[src/hdl/mandelbrot_pixel_colorizer_unit_defines.svh]
// assertion macros shared by the mandelbrot pixel colorizer modules
`ifndef MANDELBROT_PIXEL_COLORIZER_UNIT_DEFINES_SVH
`define MANDELBROT_PIXEL_COLORIZER_UNIT_DEFINES_SVH
`ifndef SYNTH
`define MPC_ASSERT(label, clk, rst, prop, msg) \
   label: assert property (@(posedge clk) disable iff (rst) prop) else $error(msg);
`define MPC_ASSERT_NEXT(label, clk, rst, cond, nxt, msg) \
   label: assert property (@(posedge clk) disable iff (rst) (cond) |=> (nxt)) else $error(msg);
`else
`define MPC_ASSERT(label, clk, rst, prop, msg)
`define MPC_ASSERT_NEXT(label, clk, rst, cond, nxt, msg)
`endif
`endif

[src/hdl/mpc_pkg.sv]
// shared types, constants and helpers of the mandelbrot pixel colorizer
`timescale 1ns / 1ps
package mpc_pkg;

   localparam int DATA_BITS      = 32;
   localparam int STEP_BITS      = 31;
   localparam int ESC_BITS       = 31;
   localparam int ITER_BITS      = 7;
   localparam int COLOR_BITS     = 8;
   localparam int SAT_BITS       = 72;
   localparam int CSR_INDEX_BITS = 3;
   localparam int CSR_DATA_BITS  = 32;
   localparam int QUEUE_DEPTH    = 2;
   localparam int DIVIDEND_BITS  = 15;

   localparam int COORD_BITS_DEF = 12;
   localparam int FRAC_BITS_DEF  = 28;
   localparam int MAX_ITER_DEF   = 127;

   localparam logic [ITER_BITS-1:0] ITER_MIN = ITER_BITS'(2);

   localparam logic [CSR_INDEX_BITS-1:0] CSR_ORIGIN_REAL     = CSR_INDEX_BITS'(0);
   localparam logic [CSR_INDEX_BITS-1:0] CSR_ORIGIN_IMAG     = CSR_INDEX_BITS'(1);
   localparam logic [CSR_INDEX_BITS-1:0] CSR_STEP_REAL       = CSR_INDEX_BITS'(2);
   localparam logic [CSR_INDEX_BITS-1:0] CSR_STEP_IMAG       = CSR_INDEX_BITS'(3);
   localparam logic [CSR_INDEX_BITS-1:0] CSR_ESCAPE_LIMIT    = CSR_INDEX_BITS'(4);
   localparam logic [CSR_INDEX_BITS-1:0] CSR_ITERATION_LIMIT = CSR_INDEX_BITS'(5);

   typedef struct packed {
      logic signed [DATA_BITS-1:0] origin_real;
      logic signed [DATA_BITS-1:0] origin_imag;
      logic [STEP_BITS-1:0]        step_real;
      logic [STEP_BITS-1:0]        step_imag;
      logic [ESC_BITS-1:0]         escape_limit;
      logic [ITER_BITS-1:0]        iteration_limit;
   } cfg_type;

   localparam cfg_type CFG_RESET = '{
      origin_real:     DATA_BITS'(-402653184),
      origin_imag:     DATA_BITS'(201326592),
      step_real:       STEP_BITS'(840173),
      step_imag:       STEP_BITS'(840612),
      escape_limit:    ESC_BITS'(805306368),
      iteration_limit: ITER_BITS'(40)
   };

   // one classified pixel waiting for the iteration unit
   typedef struct packed {
      logic signed [DATA_BITS-1:0] c_re;
      logic signed [DATA_BITS-1:0] c_im;
      logic [ITER_BITS-1:0]        lim;
      logic                        skip;
   } work_type;

   typedef struct packed {
      logic [ITER_BITS-1:0] iterations;
      logic [ITER_BITS-1:0] lim;
   } iter_result_type;

   function automatic logic signed [DATA_BITS-1:0] sat_data(
      input logic signed [SAT_BITS-1:0] v
   );
      logic signed [SAT_BITS-1:0] hi;
      logic signed [SAT_BITS-1:0] lo;
      logic signed [DATA_BITS-1:0] res;
      hi = {{(SAT_BITS-DATA_BITS+1){1'b0}}, {(DATA_BITS-1){1'b1}}};
      lo = {{(SAT_BITS-DATA_BITS+1){1'b1}}, {(DATA_BITS-1){1'b0}}};
      if (v > hi) begin
         res = hi[DATA_BITS-1:0];
      end else if (v < lo) begin
         res = lo[DATA_BITS-1:0];
      end else begin
         res = v[DATA_BITS-1:0];
      end
      return res;
   endfunction

endpackage

[src/hdl/mpc_fifo.sv]
// two-entry queue between the front end and the iteration unit
`timescale 1ns / 1ps
`include "mandelbrot_pixel_colorizer_unit_defines.svh"
module mpc_fifo (
   input  logic              clock,
   input  logic              reset,
   input  logic              push_valid,
   input  mpc_pkg::work_type push_data,
   output logic              push_ready,
   output logic              pop_valid,
   output mpc_pkg::work_type pop_data,
   input  logic              pop_ready
);

   localparam int DEPTH    = mpc_pkg::QUEUE_DEPTH;
   localparam int PTR_BITS = $clog2(DEPTH);
   localparam int CNT_BITS = $clog2(DEPTH + 1);
   localparam logic [CNT_BITS-1:0] CNT_FULL = CNT_BITS'(DEPTH);

   mpc_pkg::work_type     mem_ff [DEPTH];
   logic [PTR_BITS-1:0]   wr_ptr_ff, wr_ptr_in;
   logic [PTR_BITS-1:0]   rd_ptr_ff, rd_ptr_in;
   logic [CNT_BITS-1:0]   count_ff, count_in;
   logic                  do_push, do_pop;

   assign push_ready = (count_ff != CNT_FULL);
   assign pop_valid  = (count_ff != '0);
   assign pop_data   = mem_ff[rd_ptr_ff];
   assign do_push    = push_valid && push_ready;
   assign do_pop     = pop_valid && pop_ready;

   always_comb begin
      wr_ptr_in = do_push ? wr_ptr_ff + PTR_BITS'(1) : wr_ptr_ff;
      rd_ptr_in = do_pop ? rd_ptr_ff + PTR_BITS'(1) : rd_ptr_ff;
      count_in  = count_ff;
      if (do_push && !do_pop) begin
         count_in = count_ff + CNT_BITS'(1);
      end else if (do_pop && !do_push) begin
         count_in = count_ff - CNT_BITS'(1);
      end
   end

   always_ff @(posedge clock) begin
      if (reset) begin
         wr_ptr_ff <= '0;
         rd_ptr_ff <= '0;
         count_ff  <= '0;
      end else begin
         wr_ptr_ff <= wr_ptr_in;
         rd_ptr_ff <= rd_ptr_in;
         count_ff  <= count_in;
      end
   end

   always_ff @(posedge clock) begin
      if (do_push) begin
         mem_ff[wr_ptr_ff] <= push_data;
      end
   end

   `MPC_ASSERT(a_fifo_count_bound, clock, reset, count_ff <= CNT_FULL, "queue count overran depth")

endmodule

[config.mk]
export PLATFORM = sky130hd
export DESIGN_NAME = mpc_fifo
export DESIGN_NICKNAME = d
export VERILOG_FILES = /design/src/hdl/mpc_pkg.sv /design/src/hdl/mpc_fifo.sv
export VERILOG_INCLUDE_DIRS = /design/src /design/src/hdl
export SDC_FILE = /design/constraint.sdc
export NUM_CORES = 1
export LEC_CHECK = 0
export BUFFER_PORTS_ARGS = -buffer_cell sky130_fd_sc_hd__buf_2
export CAP_MARGIN = 30
export CELL_PAD_IN_SITES_DETAIL_PLACEMENT = 0
export CELL_PAD_IN_SITES_GLOBAL_PLACEMENT = 1
export CORE_AREA = 4 4 123 125
export CTS_BUF_LIST = sky130_fd_sc_hd__clkbuf_16
export DETAILED_ROUTE_END_ITERATION = 12
export DIE_AREA = 0 0 127 129
export HOLD_SLACK_MARGIN = 0.05
export PLACE_DENSITY = 0.71
export SLEW_MARGIN = 20
export SYNTH_ARGS = -nofsm -noshare
export SYNTH_HDL_FRONTEND = slang
export SYNTH_SLANG_ARGS = --single-unit
[constraint.sdc]
create_clock -name clock -period 2.8 [get_ports clock]
set_clock_uncertainty 0.15 [all_clocks]
set_input_delay 0.56 -clock clock [delete_from_list [all_inputs] [get_ports clock]]
set_output_delay 0.56 -clock clock [all_outputs]
set_load 0.01 [all_outputs]
==> qor.yml <==
cts:
  cts_resized: 0
  cts_hold_buf: 0
  cts_tree: "done"
  clk_path_buf_depth: 2
  cts_root_buf: "clkbuf_16"
  clk_pin_slew_ns: 0.06
  cts-buffers-inserted: 17
  clkSinkCount: 149
  clk_latency_ns: 0.41
  post-cts-setup-buffers: 0
  htree_levels: 4
setup_path:
  reg2reg_slack_ns: 0.91
  criticalPathCategory: "flop to output port"
  cpMaxStageDelayCell: "dfxtp_4"
  worstPathRequired_ns: 2.09
  cp_max_fo: 19
  crit_path_end_kind: "output port"
  cp_top_family: "flip-flops"
  cp-start-kind: "flop"
  critPathArrivalTime_ns: 1.75
  worstReg2RegEnd: "mem_ff[1][57]"
  rr_worst_depth: 3
  cpPeakStageDelay_ns: 0.51
  r2r-start: "count_ff[0]"
  path_buf_inv: 2
  crit_chain: "buf_4, mux2_2, buf_2"
run_status:
  status: "finished, final reports clean"
timing:
  fin_setup_tns_ns: 0
  slew_violations: 0
  setup_slack_ns: 0.336
  tightest_slew_ns: 0.558
  period_needed_ns: 2.46
  setup_viol: 0
  hold_viol: 0
  max_slew_margin_pct: 62.8
  fin_hold_ws_ns: 0.179
  rsz0062_at_grt: "false"
  min_period_over_period_pct: 88.0
  clock.fmax_ghz: 0.406
yosys:
  synth_top_cell_area_share_pct: 80.0
  async_flop_share_pct: 0
  ys_seq_area_share_pct: 81.9
  yosys_register_bits: 149
  syn_inst: 248
  synthTopCellsByArea: "edfxtp_1, mux2_2, dfxtp_1, buf_2, xor2_1"
  synth-edff-count: 144
  yosysWarnings: 0
  yosysUniqueCellTypes: 18
  synth_nets: 325
  synth_area_sq_um: 5400
  synth_ff_type: "edfxtp_1"
  syn_avg_cell_area_sq_um: 21.8
  yosys.area.top_type: "edfxtp_1"
global_routing:
  grt_max_degree: 41
  grtUsageTotal_pct: 12.8
  grt_pass1_vias: 3059
  grt_pass1_wl_mm: 15.5
  grt_overflow: 0
  antenna_found_initial: 1
die:
  start_util_pct: 38.9
  die_w_microns: 127
  fp.dieH_microns: 129
  core_area_sq_um: 13900
  die_area_sq_um: 16400
  pin_count: 150
  rows: 43
place:
  placed_area_sq_um: 6410
  gp_congestion: 0.728
  place_hpwl_mm: 6.78
  place_ws_ns: 0.742
  port_buffers: 149
routing:
  vias_per_cell: 4.65
  highest_layer: "met5"
  dr.pass1.iters: 4
  drtIter0Drc: 135
  wl_met2_mm: 5.15
  dr_total_vias: 2820
  wl_met1_mm: 3.97
  drt_wl_total_mm: 10.0
  drc: 0
  ant_nets: 0
  met3_length_microns: 775
  wire_per_inst_microns: 16.6
hold_path:
  hold_depth: 1
  hold_end: "mem_ff[1][21]"
  worstHoldPathType: "primary input to flop"
  min_from: "push_data[21]"
power_and_ir_drop:
  power_density_nw_per_um2: 910
  total_power_w: 0.00630
  irDropWorstVdd_v: 0.000492
  total_leakage_power_nw: 2.59
finish:
  drive_above_1_share_pct: 60.6
  fin_area_sq_um: 6930
  nets: 491
  syn2layout_area_growth_pct: 28.3
  n_antenna_cell: 0
  n_fill_cell: 1200
job:
  drv_cap: 0
-- layer usage --
layer | up-vias | GRT usage (%)
li1 | 1319 | -
met2 | 96 | 21.5
met4 | 2 | 4.54
met5 | - | 0
met3 | 15 | 6.43
met1 | 1388 | 14.0
-- cell usage in the layout (no fill, tap or decap) --
cell	instances
buf_12	2
clkinv_2	5
dfxtp_4	1
inv_1	2
xor2_1	3
or3_1	1
bufinv_16	1
or2_2	1
ha_1	1
dfxtp_1	4
mux2_2	72
a21bo_2	1
inv_2	1
nand3b_1	1
clkinvlp_4	2
edfxtp_1	144
a21oi_1	2
and2_1	1
nor2_1	3
buf_2	149
clkinv_1	3
buf_4	4
clkbuf_16	17
clkinv_4	1
o21ai_0	2
and3_4	1
nand2b_1	1
-- worst register-to-register path, stage by stage (launching register included) --
cell      delay, ns
dfxtp_1        0.40
nand2b_1       0.23
and3_4         0.42
buf_4          0.36
-- power breakdown --
group          leakage (nW)  switching (W)  total [W]  internal [W]
clock                 0.263       0.000798    0.00199       0.00119
sequential             1.39       0.000106    0.00290       0.00279
combinational         0.943       0.000735    0.00142      0.000687
-- metrics by stage --
step | cells | utilization (%)
after floorplan | 248 | -
after global placement | 575 | 46.2
after detailed placement | 575 | 46.2
after CTS | 606 | 49.9
after global routing | 606 | 49.9
final | 606 | 49.9
-- worst max path at each step --
stage	depth (start not counted)	end
finish	3	pop_data[6]
global route	3	pop_data[7]
CTS	3	pop_data[6]
floorplan	3	mem_ff[0][0]
global placement	3	pop_data[52]
detailed placement	3	pop_data[11]
-- cell families after synthesis --
family | count (synthesis) | share of synthesized area (%)
DFF | 149 | 81.9
xor gates and xnor gates | 3 | 0.486
and+or+nand+nor | 9 | 0.927
adders and majority gates | 1 | 0.232
muxes | 72 | 15.0
buffers and inverters | 9 | 0.903
AOI/OAI and AO/OA | 5 | 0.556
-- layout make-up --
type                       count  area, sq um  share of cell area, %
clock inverter                14         97.6                   1.41
timing repair buffer         155          816                   11.8
multi-input combinational     90          935                   13.5
sequential                   149         4430                   63.9
tap                          180          225                   3.25
inverter                       1         3.75                 0.0542
clock buffer                  17          425                   6.14
-- cells in the mapped netlist (all sizes together), types with 2 or more instances --
master,n
nor2,3
a21oi,2
xor2,3
o21ai,2
buf,8
edfxtp,144
dfxtp,5
mux2,72
-- registers in the layout, indices dropped and copies added (netlist names), named ones only --
register and cells:
rd_ptr_ff 1, wr_ptr_ff 1, mem_ff 144, count_ff 2
Note: power is estimated with default switching activity, not from simulation.
