<file path="src/hdl/mandelbrot_pixel_colorizer_unit_defines.svh">
// assertion macros shared by the mandelbrot pixel colorizer modules
`ifndef MANDELBROT_PIXEL_COLORIZER_UNIT_DEFINES_SVH
`define MANDELBROT_PIXEL_COLORIZER_UNIT_DEFINES_SVH
`ifndef SYNTH
`define MPC_ASSERT(label, clk, rst, prop, msg) \
   label: assert property (@(posedge clk) disable iff (rst) prop) else $error(msg);
`define MPC_ASSERT_NEXT(label, clk, rst, cond, nxt, msg) \
   label: assert property (@(posedge clk) disable iff (rst) (cond) |=> (nxt)) else $error(msg);
`else
`define MPC_ASSERT(label, clk, rst, prop, msg)
`define MPC_ASSERT_NEXT(label, clk, rst, cond, nxt, msg)
`endif
`endif

</file>
<file path="src/hdl/mpc_pkg.sv">
// shared types, constants and helpers of the mandelbrot pixel colorizer
`timescale 1ns / 1ps
package mpc_pkg;

   localparam int DATA_BITS      = 32;
   localparam int STEP_BITS      = 31;
   localparam int ESC_BITS       = 31;
   localparam int ITER_BITS      = 7;
   localparam int COLOR_BITS     = 8;
   localparam int SAT_BITS       = 72;
   localparam int CSR_INDEX_BITS = 3;
   localparam int CSR_DATA_BITS  = 32;
   localparam int QUEUE_DEPTH    = 2;
   localparam int DIVIDEND_BITS  = 15;

   localparam int COORD_BITS_DEF = 12;
   localparam int FRAC_BITS_DEF  = 28;
   localparam int MAX_ITER_DEF   = 127;

   localparam logic [ITER_BITS-1:0] ITER_MIN = ITER_BITS'(2);

   localparam logic [CSR_INDEX_BITS-1:0] CSR_ORIGIN_REAL     = CSR_INDEX_BITS'(0);
   localparam logic [CSR_INDEX_BITS-1:0] CSR_ORIGIN_IMAG     = CSR_INDEX_BITS'(1);
   localparam logic [CSR_INDEX_BITS-1:0] CSR_STEP_REAL       = CSR_INDEX_BITS'(2);
   localparam logic [CSR_INDEX_BITS-1:0] CSR_STEP_IMAG       = CSR_INDEX_BITS'(3);
   localparam logic [CSR_INDEX_BITS-1:0] CSR_ESCAPE_LIMIT    = CSR_INDEX_BITS'(4);
   localparam logic [CSR_INDEX_BITS-1:0] CSR_ITERATION_LIMIT = CSR_INDEX_BITS'(5);

   typedef struct packed {
      logic signed [DATA_BITS-1:0] origin_real;
      logic signed [DATA_BITS-1:0] origin_imag;
      logic [STEP_BITS-1:0]        step_real;
      logic [STEP_BITS-1:0]        step_imag;
      logic [ESC_BITS-1:0]         escape_limit;
      logic [ITER_BITS-1:0]        iteration_limit;
   } cfg_type;

   localparam cfg_type CFG_RESET = '{
      origin_real:     DATA_BITS'(-402653184),
      origin_imag:     DATA_BITS'(201326592),
      step_real:       STEP_BITS'(840173),
      step_imag:       STEP_BITS'(840612),
      escape_limit:    ESC_BITS'(805306368),
      iteration_limit: ITER_BITS'(40)
   };

   // one classified pixel waiting for the iteration unit
   typedef struct packed {
      logic signed [DATA_BITS-1:0] c_re;
      logic signed [DATA_BITS-1:0] c_im;
      logic [ITER_BITS-1:0]        lim;
      logic                        skip;
   } work_type;

   typedef struct packed {
      logic [ITER_BITS-1:0] iterations;
      logic [ITER_BITS-1:0] lim;
   } iter_result_type;

   function automatic logic signed [DATA_BITS-1:0] sat_data(
      input logic signed [SAT_BITS-1:0] v
   );
      logic signed [SAT_BITS-1:0] hi;
      logic signed [SAT_BITS-1:0] lo;
      logic signed [DATA_BITS-1:0] res;
      hi = {{(SAT_BITS-DATA_BITS+1){1'b0}}, {(DATA_BITS-1){1'b1}}};
      lo = {{(SAT_BITS-DATA_BITS+1){1'b1}}, {(DATA_BITS-1){1'b0}}};
      if (v > hi) begin
         res = hi[DATA_BITS-1:0];
      end else if (v < lo) begin
         res = lo[DATA_BITS-1:0];
      end else begin
         res = v[DATA_BITS-1:0];
      end
      return res;
   endfunction

endpackage

</file>
<file path="src/hdl/mpc_if.sv">
// request and response channel interfaces of the mandelbrot pixel colorizer
`timescale 1ns / 1ps
interface mpc_req_if #(
   parameter int COORD_BITS = mpc_pkg::COORD_BITS_DEF
);
   logic                  valid;
   logic                  ready;
   logic [COORD_BITS-1:0] column;
   logic [COORD_BITS-1:0] row;
   modport source(output valid, column, row, input ready);
   modport sink(input valid, column, row, output ready);
endinterface


</file>
<file path="src/hdl/mpc_front.sv">
// front end: takes a pixel, forms c and classifies the item for the queue
`timescale 1ns / 1ps
module mpc_front #(
   parameter int COORD_BITS = mpc_pkg::COORD_BITS_DEF,
   parameter int MAX_ITER   = mpc_pkg::MAX_ITER_DEF
) (
   input  logic              clock,
   input  logic              reset,
   mpc_req_if.sink           req_chan,
   input  mpc_pkg::cfg_type  cfg,
   output logic              push_valid,
   output mpc_pkg::work_type push_data,
   input  logic              push_ready
);

   localparam int PROD_BITS = COORD_BITS + mpc_pkg::STEP_BITS;
   localparam int SUM_BITS  = PROD_BITS + 2;

   logic                               valid_ff, valid_in;
   logic [PROD_BITS-1:0]               prod_re_ff, prod_im_ff;
   logic [mpc_pkg::ITER_BITS-1:0]      lim_ff, lim_in;
   logic                               skip_ff;
   logic signed [SUM_BITS-1:0]         re_sum, im_sum;
   logic                               take;

   assign req_chan.ready = !valid_ff || push_ready;
   assign take = req_chan.valid && req_chan.ready;

   // limit out of range acts as the nearest bound
   always_comb begin
      if (cfg.iteration_limit < mpc_pkg::ITER_MIN) begin
         lim_in = mpc_pkg::ITER_MIN;
      end else if (cfg.iteration_limit > mpc_pkg::ITER_BITS'(MAX_ITER)) begin
         lim_in = mpc_pkg::ITER_BITS'(MAX_ITER);
      end else begin
         lim_in = cfg.iteration_limit;
      end
   end

   always_comb begin
      valid_in = valid_ff;
      if (take) begin
         valid_in = 1'b1;
      end else if (push_ready) begin
         valid_in = 1'b0;
      end
   end

   always_ff @(posedge clock) begin
      if (reset) begin
         valid_ff <= 1'b0;
      end else begin
         valid_ff <= valid_in;
      end
   end

   always_ff @(posedge clock) begin
      if (take) begin
         prod_re_ff <= PROD_BITS'(req_chan.column) * PROD_BITS'(cfg.step_real);
         prod_im_ff <= PROD_BITS'(req_chan.row) * PROD_BITS'(cfg.step_imag);
         lim_ff     <= lim_in;
         skip_ff    <= (cfg.escape_limit == '0);
      end
   end

   always_comb begin
      re_sum = SUM_BITS'($signed(cfg.origin_real)) + $signed({2'b00, prod_re_ff});
      im_sum = SUM_BITS'($signed(cfg.origin_imag)) - $signed({2'b00, prod_im_ff});
      push_data.c_re = mpc_pkg::sat_data(mpc_pkg::SAT_BITS'(re_sum));
      push_data.c_im = mpc_pkg::sat_data(mpc_pkg::SAT_BITS'(im_sum));
      push_data.lim  = lim_ff;
      push_data.skip = skip_ff;
   end

   assign push_valid = valid_ff;

endmodule

</file>
<file path="src/flat_wrapper.sv">
// flat-port wrapper written by rule: the top's interface ports become plain ports
module mpc_front_flat 
#(
   parameter int COORD_BITS = mpc_pkg::COORD_BITS_DEF,
   parameter int MAX_ITER   = mpc_pkg::MAX_ITER_DEF
)
  (clock, reset, cfg, push_valid, push_data, push_ready, req_chan_valid, req_chan_column, req_chan_row, req_chan_ready);
  mpc_req_if #(.COORD_BITS(COORD_BITS)) req_chan_i ();
  input  logic clock;
  input  logic reset;
  input  mpc_pkg::cfg_type cfg;
  output logic push_valid;
  output mpc_pkg::work_type push_data;
  input  logic push_ready;
  input wire logic [$bits(req_chan_i.valid)-1:0] req_chan_valid;
  input wire logic [$bits(req_chan_i.column)-1:0] req_chan_column;
  input wire logic [$bits(req_chan_i.row)-1:0] req_chan_row;
  output wire logic [$bits(req_chan_i.ready)-1:0] req_chan_ready;
  assign req_chan_i.valid = req_chan_valid;
  assign req_chan_i.column = req_chan_column;
  assign req_chan_i.row = req_chan_row;
  assign req_chan_ready = req_chan_i.ready;
  mpc_front #(.COORD_BITS(COORD_BITS), .MAX_ITER(MAX_ITER)) u_core (.clock(clock), .reset(reset), .req_chan(req_chan_i), .cfg(cfg), .push_valid(push_valid), .push_data(push_data), .push_ready(push_ready));
endmodule
</file>
<file path="config.mk">
export PLATFORM = sky130hd
export DESIGN_NAME = mpc_front_flat
export DESIGN_NICKNAME = d
export VERILOG_FILES = /design/src/hdl/mandelbrot_pixel_colorizer_unit_defines.svh /design/src/hdl/mpc_pkg.sv /design/src/hdl/mpc_if.sv /design/src/hdl/mpc_front.sv /design/src/flat_wrapper.sv
export SDC_FILE = /design/constraint.sdc
export NUM_CORES = 2
export LEC_CHECK = 0
export BUFFER_PORTS_ARGS = -buffer_cell sky130_fd_sc_hd__buf_2
export CAP_MARGIN = 5
export CORE_ASPECT_RATIO = 1.1
export CORE_MARGIN = 2
export CORE_UTILIZATION = 57
export DETAILED_ROUTE_END_ITERATION = 12
export PLACE_DENSITY_LB_ADDON = 0.25
export SETUP_SLACK_MARGIN = 0.1
export SYNTH_ARGS = -nofsm -noshare
export SYNTH_HDL_FRONTEND = slang
export SYNTH_SLANG_ARGS = --single-unit
</file>
<file path="constraint.sdc">
create_clock -name clock -period 9.3 [get_ports clock]
set_input_delay 1.86 -clock clock [delete_from_list [all_inputs] [get_ports clock]]
set_output_delay 1.86 -clock clock [all_outputs]
set_load 0.03 [all_outputs]
</file>
==> flow_summary.ini <==
[status]
status = finished clean

[timing]
layout_setup_ws_ps = 1060
relSlewSlack_pct = 28.2
clock_skew_ps = 12.5
final.setup.tns_ps = 0
period_needed_ps = 8240
final_hold_viol_count = 0
rsz0062_at_grt = false
fmax_mhz = 121
setup_viol = 0
drv_slew = 0
tightest_slew_ps = 1080
min_period_over_period_pct = 88.6

[cts]
cts_max_level = 3
insertion_delay_ps = 370
clock_path_buffers = 2
post-cts-setup-buffer-count = 0
cts-resized-gates = 0
postCtsHoldBufs = 0
cts_root_buf = clkbuf_16
cts_made_buffers = 9
clock-sinks = 95
cts_tree = yes
clk_pin_slew_worst_paths_ps = 80

[yosys]
ys.flop_type = edfxtp_1
yosysWarnings = 0
netlist_area_sq_mm = 0.0313
avgSynthCellArea_sq_um = 8.49
synth_edf_count = 94
yosysSeqAreaShare_pct = 9.09
netlist_instances = 3683
synth.distinct_cells = 84
ys_seq_elements = 95
async_flop_share_pct = 0
synth_nets = 4707

[setup_path]
worst-setup-path-type = input pin to output pin
arrival_ps = 6380
r2r-start = u_core.push_valid$_SDFFE_PP0P_
crit_path_end_kind = output pin
required_ps = 7440
cp-start-kind = input pin
crit_fanout = 31
crit_path_start = cfg[132]

[floorplanning]
die_h_um = 250
die_w_um = 227
start_util_pct = 57.4
pin_count = 266
floorplan.die_area_sq_mm = 0.0568
coreArea_sq_mm = 0.0545
rows = 90

[route]
drc = 0
vias = 25184
postRouteAntennaNets = 0
first_iter_violations = 1597
vias_per_cell = 5.55
routed_wl_um = 79300
avgRoutedWirePerCell_um = 17.5
dr.pass1.iters = 7

[cells_and_area]
area_delta_synth_final_pct = 6.11
final_area_sq_mm = 0.0332
finish.utilization_pct = 60.9
multi_input_area_sq_mm = 0.0250
num-nets-final = 4814
fill_cells = 4903
drive_gt1_share_pct = 8.41
regArea_sq_mm = 0.00284

[placement]
io_buffers = 265
hpwl_um = 63200
routabilityCongestion = 0.928
dp_slack_ps = 1050
placed_cell_area_sq_mm = 0.0329

[global_routing]
grt_pass1_vias = 25252
grt_pass1_wl_um = 130000
overflow = 0
grt.met2_usage_pct = 45.5
grt_max_degree = 75
antenna_found_initial = 8
use_met1_pct = 41.9
grt_use_total_pct = 28.7
grtUsageMet3_pct = 3.40
busiest_layer = met2

[hold_path]
hold_path.class = flip-flop to flip-flop
hold_path.startpoint = u_core.push_valid$_SDFFE_PP0P_

[job]
drv_cap = 0
## cell families (layout without fill, tap and decap cells)
group	count (synthesis)	in the layout	share of synthesized area (%)
adders and majority gates	832	832	47.3
xor gates and xnor gates	145	145	4.06
DFF	95	95	9.09
other	0	9	0
and+or+nand+nor	1121	1121	16.5
AOI/OAI and AO/OA	569	569	11.8
buffers and inverters	918	1030	11.1
muxes	3	3	0.100
## critical path, stage by stage
cell       delay (ps)
buf_2              80
ha_1              190
fa_1              250
a211oi_1          110
o211a_1           250
nor3_1            360
a21oi_1           240
a221oi_1          680
a2111oi_0         230
nor3_1            360
a21oi_1           140
xnor2_1           270
o41a_1            930
o21ai_1           190
buf_2             230
## final timing paths
path / endpoint / slack [ps] / cells after the start
worst max-delay path: push_data[48] / 1060 / 15
worst max register to register: u_core.prod_re_ff[9]$_DFFE_PP_ / 7300 / 3
worst min-delay path: u_core.push_valid$_SDFFE_PP0P_ / 520 / 2
worst min register to register: u_core.push_valid$_SDFFE_PP0P_ / 520 / 2
## state kept, by name, indices dropped and copies added, names as in the netlist
signal and cells:
u_core.push_valid 1, u_core.skip_ff 1, u_core.lim_ff 7, u_core.prod_re_ff 43, u_core.prod_im_ff 43
## placed cells by master, fill, tap and decap left out, types with 23 or more instances in the layout
cell type / count
nand3_1: 32
a21o_1: 109
nand4_1: 24
inv_1: 741
edfxtp_1: 94
xor2_1: 45
nor2_1: 105
buf_2: 265
o21ai_0: 75
nand2_1: 621
nor3_1: 27
o21bai_1: 23
and2_1: 218
fa_1: 582
o21ai_1: 41
a21oi_1: 169
xnor2_1: 100
ha_1: 250
## cell type report
| type | instances | area share (%) |
|---|---|---|
| Antenna cell | 9 | 0.0679 |
| Clock buffer | 9 | 0.679 |
| Inverter | 744 | 8.42 |
| Sequential cell | 95 | 8.57 |
| Clock inverter | 7 | 0.181 |
| Timing Repair Buffer | 270 | 4.11 |
| Multi-Input combinational cell | 2670 | 75.2 |
| Tap cell | 736 | 2.78 |
## synthesized netlist by cell type, types with 11 or more instances
cell type	n	area share, %
o31ai_1	12	0.29
inv_1	741	8.9
nor4_1	17	0.34
xor2_1	45	1.3
o211ai_1	13	0.31
and2_1	219	4.4
nor2b_1	14	0.28
nor2_1	105	1.3
xnor2_1	100	2.8
nor3_1	27	0.43
o21a_1	21	0.50
o21ai_0	75	1.2
a31oi_1	16	0.32
a21o_1	109	2.6
o21bai_1	23	0.55
ha_1	250	10
clkbuf_1	162	1.9
fa_1	582	37
a211oi_1	15	0.36
nand4_1	24	0.48
nand3_1	32	0.51
nand2_1	621	7.5
edfxtp_1	94	9.0
nand2b_1	16	0.32
and3_1	11	0.22
o21ai_1	41	0.66
a21oi_1	169	2.7
## routing by layer
metal  vias to the layer above  wire length, um
met3                       109             5520
met4                         2             1680
met2                       957            36800
li1                      11688                -
met5                         -                7
met1                     12428            35300
## through the flow
step | std cells | hold slack, ps
floorplan | 3683 | 860
global placement | 4515 | 506
detailed placement | 4515 | 510
CTS | 4531 | 524
global route | 4537 | 565
finish | 4540 | 517
Power is left out: the tool's default activity adds up to more than one toggle a clock period on the data nets, which glitch-free logic cannot reach.
