### src/hdl/mandelbrot_pixel_colorizer_unit_defines.svh
// assertion macros shared by the mandelbrot pixel colorizer modules
`ifndef MANDELBROT_PIXEL_COLORIZER_UNIT_DEFINES_SVH
`define MANDELBROT_PIXEL_COLORIZER_UNIT_DEFINES_SVH
`ifndef SYNTH
`define MPC_ASSERT(label, clk, rst, prop, msg) \
   label: assert property (@(posedge clk) disable iff (rst) prop) else $error(msg);
`define MPC_ASSERT_NEXT(label, clk, rst, cond, nxt, msg) \
   label: assert property (@(posedge clk) disable iff (rst) (cond) |=> (nxt)) else $error(msg);
`else
`define MPC_ASSERT(label, clk, rst, prop, msg)
`define MPC_ASSERT_NEXT(label, clk, rst, cond, nxt, msg)
`endif
`endif

### src/hdl/mpc_pkg.sv
// shared types, constants and helpers of the mandelbrot pixel colorizer
`timescale 1ns / 1ps
package mpc_pkg;

   localparam int DATA_BITS      = 32;
   localparam int STEP_BITS      = 31;
   localparam int ESC_BITS       = 31;
   localparam int ITER_BITS      = 7;
   localparam int COLOR_BITS     = 8;
   localparam int SAT_BITS       = 72;
   localparam int CSR_INDEX_BITS = 3;
   localparam int CSR_DATA_BITS  = 32;
   localparam int QUEUE_DEPTH    = 2;
   localparam int DIVIDEND_BITS  = 15;

   localparam int COORD_BITS_DEF = 12;
   localparam int FRAC_BITS_DEF  = 28;
   localparam int MAX_ITER_DEF   = 127;

   localparam logic [ITER_BITS-1:0] ITER_MIN = ITER_BITS'(2);

   localparam logic [CSR_INDEX_BITS-1:0] CSR_ORIGIN_REAL     = CSR_INDEX_BITS'(0);
   localparam logic [CSR_INDEX_BITS-1:0] CSR_ORIGIN_IMAG     = CSR_INDEX_BITS'(1);
   localparam logic [CSR_INDEX_BITS-1:0] CSR_STEP_REAL       = CSR_INDEX_BITS'(2);
   localparam logic [CSR_INDEX_BITS-1:0] CSR_STEP_IMAG       = CSR_INDEX_BITS'(3);
   localparam logic [CSR_INDEX_BITS-1:0] CSR_ESCAPE_LIMIT    = CSR_INDEX_BITS'(4);
   localparam logic [CSR_INDEX_BITS-1:0] CSR_ITERATION_LIMIT = CSR_INDEX_BITS'(5);

   typedef struct packed {
      logic signed [DATA_BITS-1:0] origin_real;
      logic signed [DATA_BITS-1:0] origin_imag;
      logic [STEP_BITS-1:0]        step_real;
      logic [STEP_BITS-1:0]        step_imag;
      logic [ESC_BITS-1:0]         escape_limit;
      logic [ITER_BITS-1:0]        iteration_limit;
   } cfg_type;

   localparam cfg_type CFG_RESET = '{
      origin_real:     DATA_BITS'(-402653184),
      origin_imag:     DATA_BITS'(201326592),
      step_real:       STEP_BITS'(840173),
      step_imag:       STEP_BITS'(840612),
      escape_limit:    ESC_BITS'(805306368),
      iteration_limit: ITER_BITS'(40)
   };

   // one classified pixel waiting for the iteration unit
   typedef struct packed {
      logic signed [DATA_BITS-1:0] c_re;
      logic signed [DATA_BITS-1:0] c_im;
      logic [ITER_BITS-1:0]        lim;
      logic                        skip;
   } work_type;

   typedef struct packed {
      logic [ITER_BITS-1:0] iterations;
      logic [ITER_BITS-1:0] lim;
   } iter_result_type;

   function automatic logic signed [DATA_BITS-1:0] sat_data(
      input logic signed [SAT_BITS-1:0] v
   );
      logic signed [SAT_BITS-1:0] hi;
      logic signed [SAT_BITS-1:0] lo;
      logic signed [DATA_BITS-1:0] res;
      hi = {{(SAT_BITS-DATA_BITS+1){1'b0}}, {(DATA_BITS-1){1'b1}}};
      lo = {{(SAT_BITS-DATA_BITS+1){1'b1}}, {(DATA_BITS-1){1'b0}}};
      if (v > hi) begin
         res = hi[DATA_BITS-1:0];
      end else if (v < lo) begin
         res = lo[DATA_BITS-1:0];
      end else begin
         res = v[DATA_BITS-1:0];
      end
      return res;
   endfunction

endpackage

### src/hdl/mpc_if.sv


interface mpc_rsp_if;
   logic                                 valid;
   logic                                 ready;
   logic [mpc_pkg::COLOR_BITS-1:0]       blue;
   logic [mpc_pkg::COLOR_BITS-1:0]       green;
   logic [mpc_pkg::COLOR_BITS-1:0]       red;
   logic [mpc_pkg::ITER_BITS-1:0]        iterations;
   modport source(output valid, blue, green, red, iterations, input ready);
   modport sink(input valid, blue, green, red, iterations, output ready);
endinterface

### src/hdl/mpc_colour.sv
// colour unit: band and ramp divisions on a shared bit-serial divider, output register
`timescale 1ns / 1ps
`include "mandelbrot_pixel_colorizer_unit_defines.svh"
module mpc_colour (
   input  logic                      clock,
   input  logic                      reset,
   input  logic                      res_valid,
   input  mpc_pkg::iter_result_type  res_data,
   output logic                      res_ready,
   mpc_rsp_if.source                 rsp_chan
);

   localparam int IW        = mpc_pkg::ITER_BITS;
   localparam int CW        = mpc_pkg::COLOR_BITS;
   localparam int DIV_BITS  = mpc_pkg::DIVIDEND_BITS;
   localparam int DCNT_BITS = $clog2(DIV_BITS);
   localparam int BAND_BITS = 3;
   localparam logic [DCNT_BITS-1:0] DCNT_LAST = DCNT_BITS'(DIV_BITS - 1);
   localparam logic [DIV_BITS-1:0]  BAND_SCALE = DIV_BITS'(7);

   localparam logic [BAND_BITS-1:0] BAND_0     = 3'd0;
   localparam logic [BAND_BITS-1:0] BAND_1     = 3'd1;
   localparam logic [BAND_BITS-1:0] BAND_2     = 3'd2;
   localparam logic [BAND_BITS-1:0] BAND_3     = 3'd3;
   localparam logic [BAND_BITS-1:0] BAND_4     = 3'd4;
   localparam logic [BAND_BITS-1:0] BAND_5     = 3'd5;
   localparam logic [BAND_BITS-1:0] BAND_BLACK = 3'd7;

   localparam logic [1:0] STAGE_BAND   = 2'd0;
   localparam logic [1:0] STAGE_FIRST  = 2'd1;
   localparam logic [1:0] STAGE_SECOND = 2'd2;

   typedef enum logic [3:0] {
      C_IDLE = 4'b0001,
      C_DIV  = 4'b0010,
      C_LOAD = 4'b0100,
      C_OUT  = 4'b1000
   } state_type;

   state_type               state_ff, state_in;
   logic [1:0]              stage_ff, stage_in;
   logic [DCNT_BITS-1:0]    dcnt_ff, dcnt_in;
   logic [DIV_BITS-1:0]     quo_ff, quo_in;
   logic [IW-1:0]           rem_ff, rem_in;
   logic [IW-1:0]           lim_ff, lim_in, n_ff, n_in;
   logic                    black_ff, black_in;
   logic [BAND_BITS-1:0]    h_ff, h_in;
   logic [IW-1:0]           rem_keep_ff, rem_keep_in;
   logic [CW-1:0]           x1_ff, x1_in, x2_ff, x2_in;
   logic                    out_valid_ff, out_valid_in;
   logic [CW-1:0]           blue_ff, green_ff, red_ff;
   logic [IW-1:0]           iter_ff;
   logic [CW-1:0]           blue_c, green_c, red_c;
   logic [IW:0]             partial;
   logic [IW+1:0]           trial;
   logic [BAND_BITS-1:0]    h_pick;
   logic [IW-1:0]           r_pick;
   logic [DIV_BITS-1:0]     numer;
   logic                    out_load;

   // numerator of a ramp division: remainder or its complement times the colour scale
   function automatic logic [DIV_BITS-1:0] band_numer(
      input logic [BAND_BITS-1:0] h,
      input logic [IW-1:0]        r,
      input logic [IW-1:0]        lim,
      input logic                 first
   );
      logic [IW-1:0] qn;
      logic [IW-1:0] a;
      logic [CW-1:0] k;
      qn = lim - r;
      case (h)
         BAND_0: begin
            a = r;
            k = first ? 8'd127 : 8'd255;
         end
         BAND_1: begin
            a = r;
            k = first ? 8'd255 : 8'd0;
         end
         BAND_2: begin
            a = qn;
            k = first ? 8'd255 : 8'd0;
         end
         BAND_3: begin
            a = qn;
            k = first ? 8'd127 : 8'd0;
         end
         BAND_4: begin
            a = qn;
            k = first ? 8'd63 : 8'd127;
         end
         BAND_5: begin
            a = r;
            k = first ? 8'd128 : 8'd0;
         end
         default: begin
            a = qn;
            k = first ? 8'd64 : 8'd128;
         end
      endcase
      return DIV_BITS'(a) * DIV_BITS'(k);
   endfunction

   assign res_ready = (state_ff == C_IDLE);
   assign out_load  = (state_ff == C_OUT) && (!out_valid_ff || rsp_chan.ready);

   // one restoring step per cycle
   always_comb begin
      partial = {rem_ff, quo_ff[DIV_BITS-1]};
      trial   = {1'b0, partial} - {2'b00, lim_ff};
      h_pick  = (stage_ff == STAGE_BAND) ? quo_ff[BAND_BITS-1:0] : h_ff;
      r_pick  = (stage_ff == STAGE_BAND) ? rem_ff : rem_keep_ff;
      numer   = band_numer(h_pick, r_pick, lim_ff, stage_ff == STAGE_BAND);
   end

   always_comb begin
      state_in    = state_ff;
      stage_in    = stage_ff;
      dcnt_in     = dcnt_ff;
      quo_in      = quo_ff;
      rem_in      = rem_ff;
      lim_in      = lim_ff;
      n_in        = n_ff;
      black_in    = black_ff;
      h_in        = h_ff;
      rem_keep_in = rem_keep_ff;
      x1_in       = x1_ff;
      x2_in       = x2_ff;
      case (state_ff)
         C_IDLE: begin
            if (res_valid) begin
               lim_in   = res_data.lim;
               n_in     = res_data.iterations;
               black_in = (res_data.iterations == res_data.lim);
               quo_in   = DIV_BITS'(res_data.iterations) * BAND_SCALE;
               rem_in   = '0;
               dcnt_in  = '0;
               stage_in = STAGE_BAND;
               state_in = (res_data.iterations == res_data.lim) ? C_OUT : C_DIV;
            end
         end
         C_DIV: begin
            if (trial[IW+1]) begin
               rem_in = partial[IW-1:0];
               quo_in = {quo_ff[DIV_BITS-2:0], 1'b0};
            end else begin
               rem_in = trial[IW-1:0];
               quo_in = {quo_ff[DIV_BITS-2:0], 1'b1};
            end
            dcnt_in = dcnt_ff + DCNT_BITS'(1);
            if (dcnt_ff == DCNT_LAST) begin
               state_in = C_LOAD;
            end
         end
         C_LOAD: begin
            rem_in  = '0;
            dcnt_in = '0;
            quo_in  = numer;
            case (stage_ff)
               STAGE_BAND: begin
                  h_in        = quo_ff[BAND_BITS-1:0];
                  rem_keep_in = rem_ff;
                  stage_in    = STAGE_FIRST;
                  state_in    = C_DIV;
               end
               STAGE_FIRST: begin
                  x1_in    = quo_ff[CW-1:0];
                  stage_in = STAGE_SECOND;
                  state_in = C_DIV;
               end
               default: begin
                  x2_in    = quo_ff[CW-1:0];
                  state_in = C_OUT;
               end
            endcase
         end
         C_OUT: begin
            if (out_load) begin
               state_in = C_IDLE;
            end
         end
         default: begin
            state_in = C_IDLE;
         end
      endcase
   end

   always_comb begin
      case (h_ff)
         BAND_0: begin
            blue_c  = x1_ff + 8'd128;
            green_c = x2_ff;
            red_c   = 8'd0;
         end
         BAND_1: begin
            blue_c  = 8'd255;
            green_c = 8'd255;
            red_c   = x1_ff;
         end
         BAND_2: begin
            blue_c  = x1_ff;
            green_c = 8'd255;
            red_c   = 8'd255;
         end
         BAND_3: begin
            blue_c  = 8'd0;
            green_c = x1_ff + 8'd128;
            red_c   = 8'd255;
         end
         BAND_4: begin
            blue_c  = 8'd0;
            green_c = x1_ff + 8'd64;
            red_c   = x2_ff + 8'd128;
         end
         BAND_5: begin
            blue_c  = x1_ff;
            green_c = 8'd64;
            red_c   = 8'd128;
         end
         default: begin
            blue_c  = 8'd128;
            green_c = x1_ff;
            red_c   = x2_ff;
         end
      endcase
      // point that never escaped
      if (black_ff) begin
         blue_c  = 8'd0;
         green_c = 8'd0;
         red_c   = 8'd0;
      end
   end

   always_comb begin
      out_valid_in = out_valid_ff;
      if (out_load) begin
         out_valid_in = 1'b1;
      end else if (rsp_chan.ready) begin
         out_valid_in = 1'b0;
      end
   end

   always_ff @(posedge clock) begin
      if (reset) begin
         state_ff     <= C_IDLE;
         out_valid_ff <= 1'b0;
      end else begin
         state_ff     <= state_in;
         out_valid_ff <= out_valid_in;
      end
   end

   always_ff @(posedge clock) begin
      stage_ff    <= stage_in;
      dcnt_ff     <= dcnt_in;
      quo_ff      <= quo_in;
      rem_ff      <= rem_in;
      lim_ff      <= lim_in;
      n_ff        <= n_in;
      black_ff    <= black_in;
      h_ff        <= h_in;
      rem_keep_ff <= rem_keep_in;
      x1_ff       <= x1_in;
      x2_ff       <= x2_in;
      if (out_load) begin
         blue_ff  <= blue_c;
         green_ff <= green_c;
         red_ff   <= red_c;
         iter_ff  <= n_ff;
      end
   end

   assign rsp_chan.valid      = out_valid_ff;
   assign rsp_chan.blue       = blue_ff;
   assign rsp_chan.green      = green_ff;
   assign rsp_chan.red        = red_ff;
   assign rsp_chan.iterations = iter_ff;

   `MPC_ASSERT(a_colour_band_range, clock, reset, (state_ff == C_OUT && !black_ff) |-> (h_ff != BAND_BLACK), "escaped point fell in the black band")

endmodule

### src/flat_wrapper.sv
// flat-port wrapper written by rule: the top's interface ports become plain ports
module mpc_colour_flat 
  (clock, reset, res_valid, res_data, res_ready, rsp_chan_valid, rsp_chan_blue, rsp_chan_green, rsp_chan_red, rsp_chan_iterations, rsp_chan_ready);
  mpc_rsp_if rsp_chan_i ();
  input  logic clock;
  input  logic reset;
  input  logic res_valid;
  input  mpc_pkg::iter_result_type res_data;
  output logic res_ready;
  output wire logic [$bits(rsp_chan_i.valid)-1:0] rsp_chan_valid;
  output wire logic [$bits(rsp_chan_i.blue)-1:0] rsp_chan_blue;
  output wire logic [$bits(rsp_chan_i.green)-1:0] rsp_chan_green;
  output wire logic [$bits(rsp_chan_i.red)-1:0] rsp_chan_red;
  output wire logic [$bits(rsp_chan_i.iterations)-1:0] rsp_chan_iterations;
  input wire logic [$bits(rsp_chan_i.ready)-1:0] rsp_chan_ready;
  assign rsp_chan_valid = rsp_chan_i.valid;
  assign rsp_chan_blue = rsp_chan_i.blue;
  assign rsp_chan_green = rsp_chan_i.green;
  assign rsp_chan_red = rsp_chan_i.red;
  assign rsp_chan_iterations = rsp_chan_i.iterations;
  assign rsp_chan_i.ready = rsp_chan_ready;
  mpc_colour u_core (.clock(clock), .reset(reset), .res_valid(res_valid), .res_data(res_data), .res_ready(res_ready), .rsp_chan(rsp_chan_i));
endmodule
### config.mk
export PLATFORM = sky130hd
export DESIGN_NAME = mpc_colour_flat
export DESIGN_NICKNAME = d
export VERILOG_FILES = /design/src/hdl/mpc_pkg.sv /design/src/hdl/mpc_if.sv /design/src/hdl/mpc_colour.sv /design/src/flat_wrapper.sv
export VERILOG_INCLUDE_DIRS = /design/src /design/src/hdl
export SDC_FILE = /design/constraint.sdc
export NUM_CORES = 1
export LEC_CHECK = 0
export ABC_AREA = 1
export BUFFER_PORTS_ARGS = -buffer_cell sky130_fd_sc_hd__buf_4
export CAP_MARGIN = 20
export CORE_UTILIZATION = 30
export CTS_CLUSTER_DIAMETER = 60
export DETAILED_ROUTE_END_ITERATION = 6
export SLEW_MARGIN = 20
export SYNTH_ARGS = -nofsm -noshare
export SYNTH_HDL_FRONTEND = slang
export SYNTH_SLANG_ARGS = --single-unit
### constraint.sdc
create_clock -name clock -period 6.28 [get_ports clock]
set_input_delay 1.57 -clock clock [delete_from_list [all_inputs] [get_ports clock]]
set_output_delay 1.57 -clock clock [all_outputs]
set_load 0.01 [all_outputs]
==> run metrics, run 1 <==
row cnt=56; Setup TNS=0 ns; hold_ws=approximately 0.42 ns; gpl congestion=0.8332; post-DR vias/cell=about 4.6; Pleak=approximately 3.7 nW; core area=0.02347 mm^2; Sink Count=105; Async SR Flop Fraction=0%; Max Root-Sink Buffers=2; CP Launch Type=flip-flop; slowest CP cell=fa_2; Synthesized Nets=approximately 860; Die ar.=0.02455 mm^2; area of the multi-input gates=about 0.0036 mm^2; Inserted Clock Buffers=9; relative slew slack=30.41%; Nets=about 920; post-synth top area cell=edfxtp_1; wirelength, routed=between 15,000 and 20,000 um; Vias=between 5,000 and 6,000; Post-synth top flop=edfxtp_1; mapped cell area=just over 0.007 mm^2; Worst-Margin Slew=1.037 ns; largest net degree at the start of global routing=32; CTS HTree Levels=3; crit path time final=between 5 and 6 ns; share of Yosys cell area claimed by the top area cell type=41.83%; Layout Skew=0.01329 ns; Peak VDD IR=0.0004370 V; Final Slew Violations=0; DRT Pass-1 Iters=7; post-synthesis sequential area ratio=between 40% and 50%; Tcrit/Tclk final=92.97%; DRC viols=0; max cap viols=0; Netlist cell types=49; Skew-Pair Late Insertion Delay=approximately 0.36 ns; grt total ovfl=0; top cells by count, synth=nand2_1, inv_1, edfxtp_1; final hold viol count=0; layout cells sized above 1=between 10% and 20%; outcome=complete, no violations; element type at the critical path end=flip-flop; buffers added on ports=50; Seq. cell area=0.003103 mm^2; post-detail-place hpwl=12,030 um; Required @ worst endpoint=6.40 ns; top cells by area, synth=edfxtp_1, ha_1, nand2_1, fa_1, inv_1; CTS clock-pin slew for the worst setup and hold paths=roughly 0.08 ns; Fillers=about 2,400; Tot GR Track Use=between 10% and 20%; worst hold path type=flip-flop to flip-flop; vias in the first global route=around 5,000; first-pass GRT wire length=between 20,000 and 25,000 um; Setup Viol. Count Final=0; crit path DAT=around 6 ns; Post-Syn Instances=around 760; # hold bufs at CTS=0; Worst Setup Path Type=flip-flop to flip-flop; TritonCTS clock tree=yes; initial antenna violation count=0; fmax=roughly 170 MHz; total of warnings raised by yosys=0; Worst path max stage delay=about 0.55 ns; post-synthesis register bit count=approximately 110; synthesized area per cell=9.459 um^2; drt first-iter violations=227; count leader, synth=nand2_1; die height=approximately 160 um; drt wl/cell=about 13 um; Crit Path Max Fanout=6; Chip Width=~160 um; total power=~4.5 mW; Root Buffer=clkbuf_16; I/O pins=51; PwrDens=approximately 550 mW/mm^2; antenna-violating nets left=0; area added between synthesis and finish=15.27%; antenna cells=0; EDFF count, synth=100; initial core utilization=30.59%
## worst max-delay path, delay by kind of cell, from the launching register on
family | cells | cell delay, ns
AOI/OAI and AO/OA | 5 | 0.67
and+or+nand+nor | 10 | 0.94
DFF | 1 | 0.45
adders and majority gates | 7 | 3.01
xor gates and xnor gates | 1 | 0.14
buffers and inverters | 5 | 0.35
## layer usage
metal	GRT usage (%)	share of wire, %
met1	17.27	48
met2	21.60	47
met3	2.049	3.9
met4	3.968	1.4
met5	0	0
## stage by stage
stage          instances  area [um^2]  setup WS [ns]  utilization (%)
5_1_grt             1142         8275       -0.02166            35.26
3_3_place_gp        1126         7944         0.3478            33.84
2_1_floorplan        759         7179         0.3777                -
6_report            1142         8275         0.4417            35.26
3_5_place_dp        1126         7944         0.2514            33.84
4_1_cts             1142         8249         0.2269            35.14
## layout by cell type (no fill, tap or decap), types with 3 or more instances in the layout
master       n
buf_4       57
nor3_1       7
xnor2_1     10
clkbuf_16    9
nor2_1      48
o21ai_0     48
inv_2        8
nand4_1      4
o311ai_0     3
inv_6        3
nand2_1    139
inv_1      118
nand3_1     25
edfxtp_1   100
nand2_2     17
fa_1        25
ha_1        58
o221ai_1     4
or2_2        4
nor2_4       3
o211ai_1     3
dfxtp_1      5
xor2_1      14
nand3_2     10
a21oi_1     60
o21ai_2      5
## sequential cells by signal (all words and copies together), names as in the netlist, 8 cells and up, named ones only
register and cells:
u_core.rsp_chan.green 8, u_core.x2_ff 8, u_core.rsp_chan.red 8, u_core.x1_ff 8
u_core.rsp_chan.blue 8, u_core.quo_ff 15
## power breakdown
| group | leakage (nW) | internal, mW | switching, mW |
|---|---|---|---|
| clock network | 0.146 | 0.285 | 0.286 |
| registers | 0.977 | 0.906 | 0.0884 |
| logic | 2.56 | 1.14 | 1.82 |
## cells by family after synthesis
family	after synthesis	share of synthesized area, %
AND/OR/NAND/NOR	267	17.38
AO/OA/AOI/OAI	139	11.05
buffers and inverters	138	7.773
flip-flops	105	43.22
adder cells (fa/ha/maj)	85	17.53
XOR/XNOR	25	3.050
## path summary, 6_finish.rpt
kind | depth (start not counted) | start | slack, ns | to
max reg2reg | 28 | u_core.stage_ff[0] | 0.44 | u_core.quo_ff[11]
min reg2reg | 0 | u_core.n_ff[3] | 0.42 | u_core.rsp_chan.iterations[3]
max | 28 | u_core.stage_ff[0] | 0.44 | u_core.quo_ff[11]
min | 0 | u_core.n_ff[3] | 0.42 | u_core.rsp_chan.iterations[3]
## what timing repair did
action,CTS,global route
endpoints found under the setup margin,0,5
gates resized for setup,0,4
buffers inserted,0,0
## layout make-up
class                   instances  area share, %
clock buffers                   9          2.721
clock inverters                 7         0.9676
inverters                     129          5.912
multi-input cells             516          42.91
flip-flops and latches        105          37.50
well taps                     319          4.823
repair buffers                 57          5.171
No activity file was read; power rests on OpenSTA's default activity.
==> run 2: changes to the inputs <==
Settings changed: REMOVE_ABC_BUFFERS set to 1.
==> run metrics, run 2 (synthesis gave the netlist of run 1 again) <==
Inserted Clock Buffers=9 (unchanged); TritonCTS clock tree=yes (unchanged); crit path DAT=5.99 ns (was 5.96 ns); unrepaired setup endpoints after global routing=false; antenna cells=0 (unchanged); Nets=927 (was 921); drt first-iter violations=300 (was 227); Chip Width=156.7 um (unchanged); layout cells sized above 1=17.13% (was 16.28%); Sink Count=105 (unchanged); crit path time final=5.870 ns (was 5.838 ns); r2r setup slk=0.41 ns (was 0.44 ns); area added between synthesis and finish=15.55% (was 15.27%); antenna-violating nets left=0 (unchanged); wirelength, routed=15,420 um (was 15,060 um); Skew-Pair Late Insertion Delay=0.36 ns (about the same); leading cell type in the layout, fill and taps excluded=nand2_1 (unchanged); initial core utilization=30.59% (unchanged); DRC viols=0 (unchanged); Placed Cells incl. Taps=1,128 (was 1,126); Worst Setup Path Type=flip-flop to flip-flop (unchanged); DRT Pass-1 Iters=5 (was 7); Max Root-Sink Buffers=2 (unchanged); Final Slew Violations=0 (unchanged); slowest CP cell=fa_1 (was fa_2); grt total ovfl=0 (unchanged); Reg-to-Reg End=u_core.quo_ff[11] (unchanged); setup slack after layout=0.4103 ns (was 0.4417 ns); initial antenna violation count=0 (unchanged); max FFs per register=15 (unchanged); Pleak=3.702 nW (was 3.682 nW); Peak VDD IR=0.0003394 V (was 0.0004370 V); R2R Path Start=u_core.stage_ff[0] (unchanged); fin cells=1,148 (was 1,142); I/O pins=51 (unchanged); Cell Area, Placed=0.007959 mm^2 (was 0.007944 mm^2); buffers added on ports=50 (unchanged); Required @ worst endpoint=6.40 ns (about the same); Largest Register=u_core.quo_ff (unchanged); vias in the first global route=5,038 (was 4,977); fmax=170.4 MHz (was 171.3 MHz); element type at the critical path end=flip-flop (unchanged); Crit Path Max Fanout=6 (unchanged); Fillers=2,392 (was 2,406); PwrDens=546.7 mW/mm^2 (was 546.8 mW/mm^2); core area=0.02347 mm^2 (unchanged); Tot GR Track Use=13.61% (was 12.99%); CTS clock-pin slew for the worst setup and hold paths=0.08 ns (about the same); most used cell, CP=nand2_1; post-DR vias/cell=4.516 (was 4.566); drt wl/cell=13.43 um (was 13.19 um); Setup Viol. Count Final=0 (unchanged); pre-CTS WS=0.1492 ns (was 0.2514 ns); Worst path max stage delay=0.56 ns (was 0.55 ns); Hold Startpoint=u_core.n_ff[1] (was u_core.n_ff[3]); relative slew slack=40.88% (was 30.41%); CTS HTree Levels=3 (unchanged); Vias=5,184 (was 5,214); Min-Delay Path Depth=0 (unchanged); row cnt=56 (unchanged); Layout Skew=0.009949 ns (was 0.01329 ns); Design Area, Final=0.008295 mm^2 (was 0.008275 mm^2); die height=156.7 um (unchanged); Worst Hold Path EP=u_core.rsp_chan.iterations[1] (was u_core.rsp_chan.iterations[3]); Tcrit/Tclk final=93.47% (was 92.97%); Root Buffer=clkbuf_16 (unchanged); largest net degree at the start of global routing=27 (was 32); first-pass GRT wire length=25,620 um (was 24,780 um); max cap viols=0 (unchanged); R2R cell count=27 (was 28); CP Launch Type=flip-flop (unchanged); worst hold path type=flip-flop to flip-flop (unchanged); gpl congestion=0.8173 (was 0.8332); final hold viol count=0 (unchanged); post-detail-place hpwl=12,190 um (was 12,030 um); outcome=complete, no violations (unchanged); Die ar.=0.02455 mm^2 (unchanged); Setup TNS=0 ns (unchanged); Worst-Margin Slew=0.8795 ns (was 1.037 ns); # hold bufs at CTS=0 (unchanged); most frequent cells in the layout=nand2_1, inv_1, edfxtp_1 (unchanged)
[run 2: changes by cell type in the layout (fill, tap and decap cells not counted), sizes merged]
cell	previous run	this run
clkinvlp	1	3
clkinv	4	2
buf	57	63
[run 2: routing by layer]
metal  track usage [%]  wire [um]
met1             17.18       7320
met2             23.34       7428
met3             2.686        480
met4             4.155        187
met5                 0          0
[run 2: repair_timing]
item | in CTS | in global routing
setup buffers | 0 | 4
endpoints found under the setup margin | 0 | 6
resized for setup | 0 | 8
[run 2: critical path: cells and delay by family, from the launching register on]
| kind | cells | cell delay, ns |
|---|---|---|
| adder cells (fa/ha/maj) | 6 | 2.74 |
| AO/OA/AOI/OAI | 6 | 1.10 |
| AND/OR/NAND/NOR | 11 | 1.09 |
| flip-flops | 1 | 0.43 |
| buffers and inverters | 4 | 0.23 |
[run 2: where the power goes]
part	total [mW]	leakage (nW)	internal (mW)	switching [mW]
combinational	3.01	2.59	1.12	1.90
sequential	0.976	0.977	0.904	0.0721
clock	0.547	0.133	0.277	0.271
[run 2: worst max-delay path by stage]
stage | from | to | slack [ns] | cells after the start
floorplan | u_core.stage_ff[0] | u_core.quo_ff[11] | 0.38 | 29
global placement | u_core.stage_ff[1] | u_core.quo_ff[11] | 0.33 | 28
detailed placement | u_core.stage_ff[1] | u_core.quo_ff[11] | 0.15 | 28
CTS | u_core.stage_ff[1] | u_core.quo_ff[11] | 0.12 | 28
global route | u_core.stage_ff[0] | u_core.quo_ff[11] | 0.04 | 30
finish | u_core.stage_ff[0] | u_core.quo_ff[11] | 0.41 | 27
[run 2: layout make-up]
type / count / area [um^2] / area share, %
well taps: 319 / 399.1 / 4.811
inverters: 129 / 489.2 / 5.897
clock buffers: 9 / 225.2 / 2.715
multi-input cells: 516 / 3545 / 42.73
repair buffers: 63 / 473.0 / 5.701
clock inverters: 7 / 61.31 / 0.7391
flip-flops and latches: 105 / 3103 / 37.41
[run 2: metrics by stage]
| stage | hold slack, ns | power [mW] | utilization [%] |
|---|---|---|---|
| CTS | 0.4158 | 4.531 | 35.13 |
| floorplan | 0.4003 | 3.193 | - |
| global placement | 0.4024 | 3.926 | 33.91 |
| global route | 0.4225 | 5.080 | 35.34 |
| finish | 0.4133 | 4.535 | 35.34 |
| detailed placement | 0.4045 | 3.964 | 33.91 |
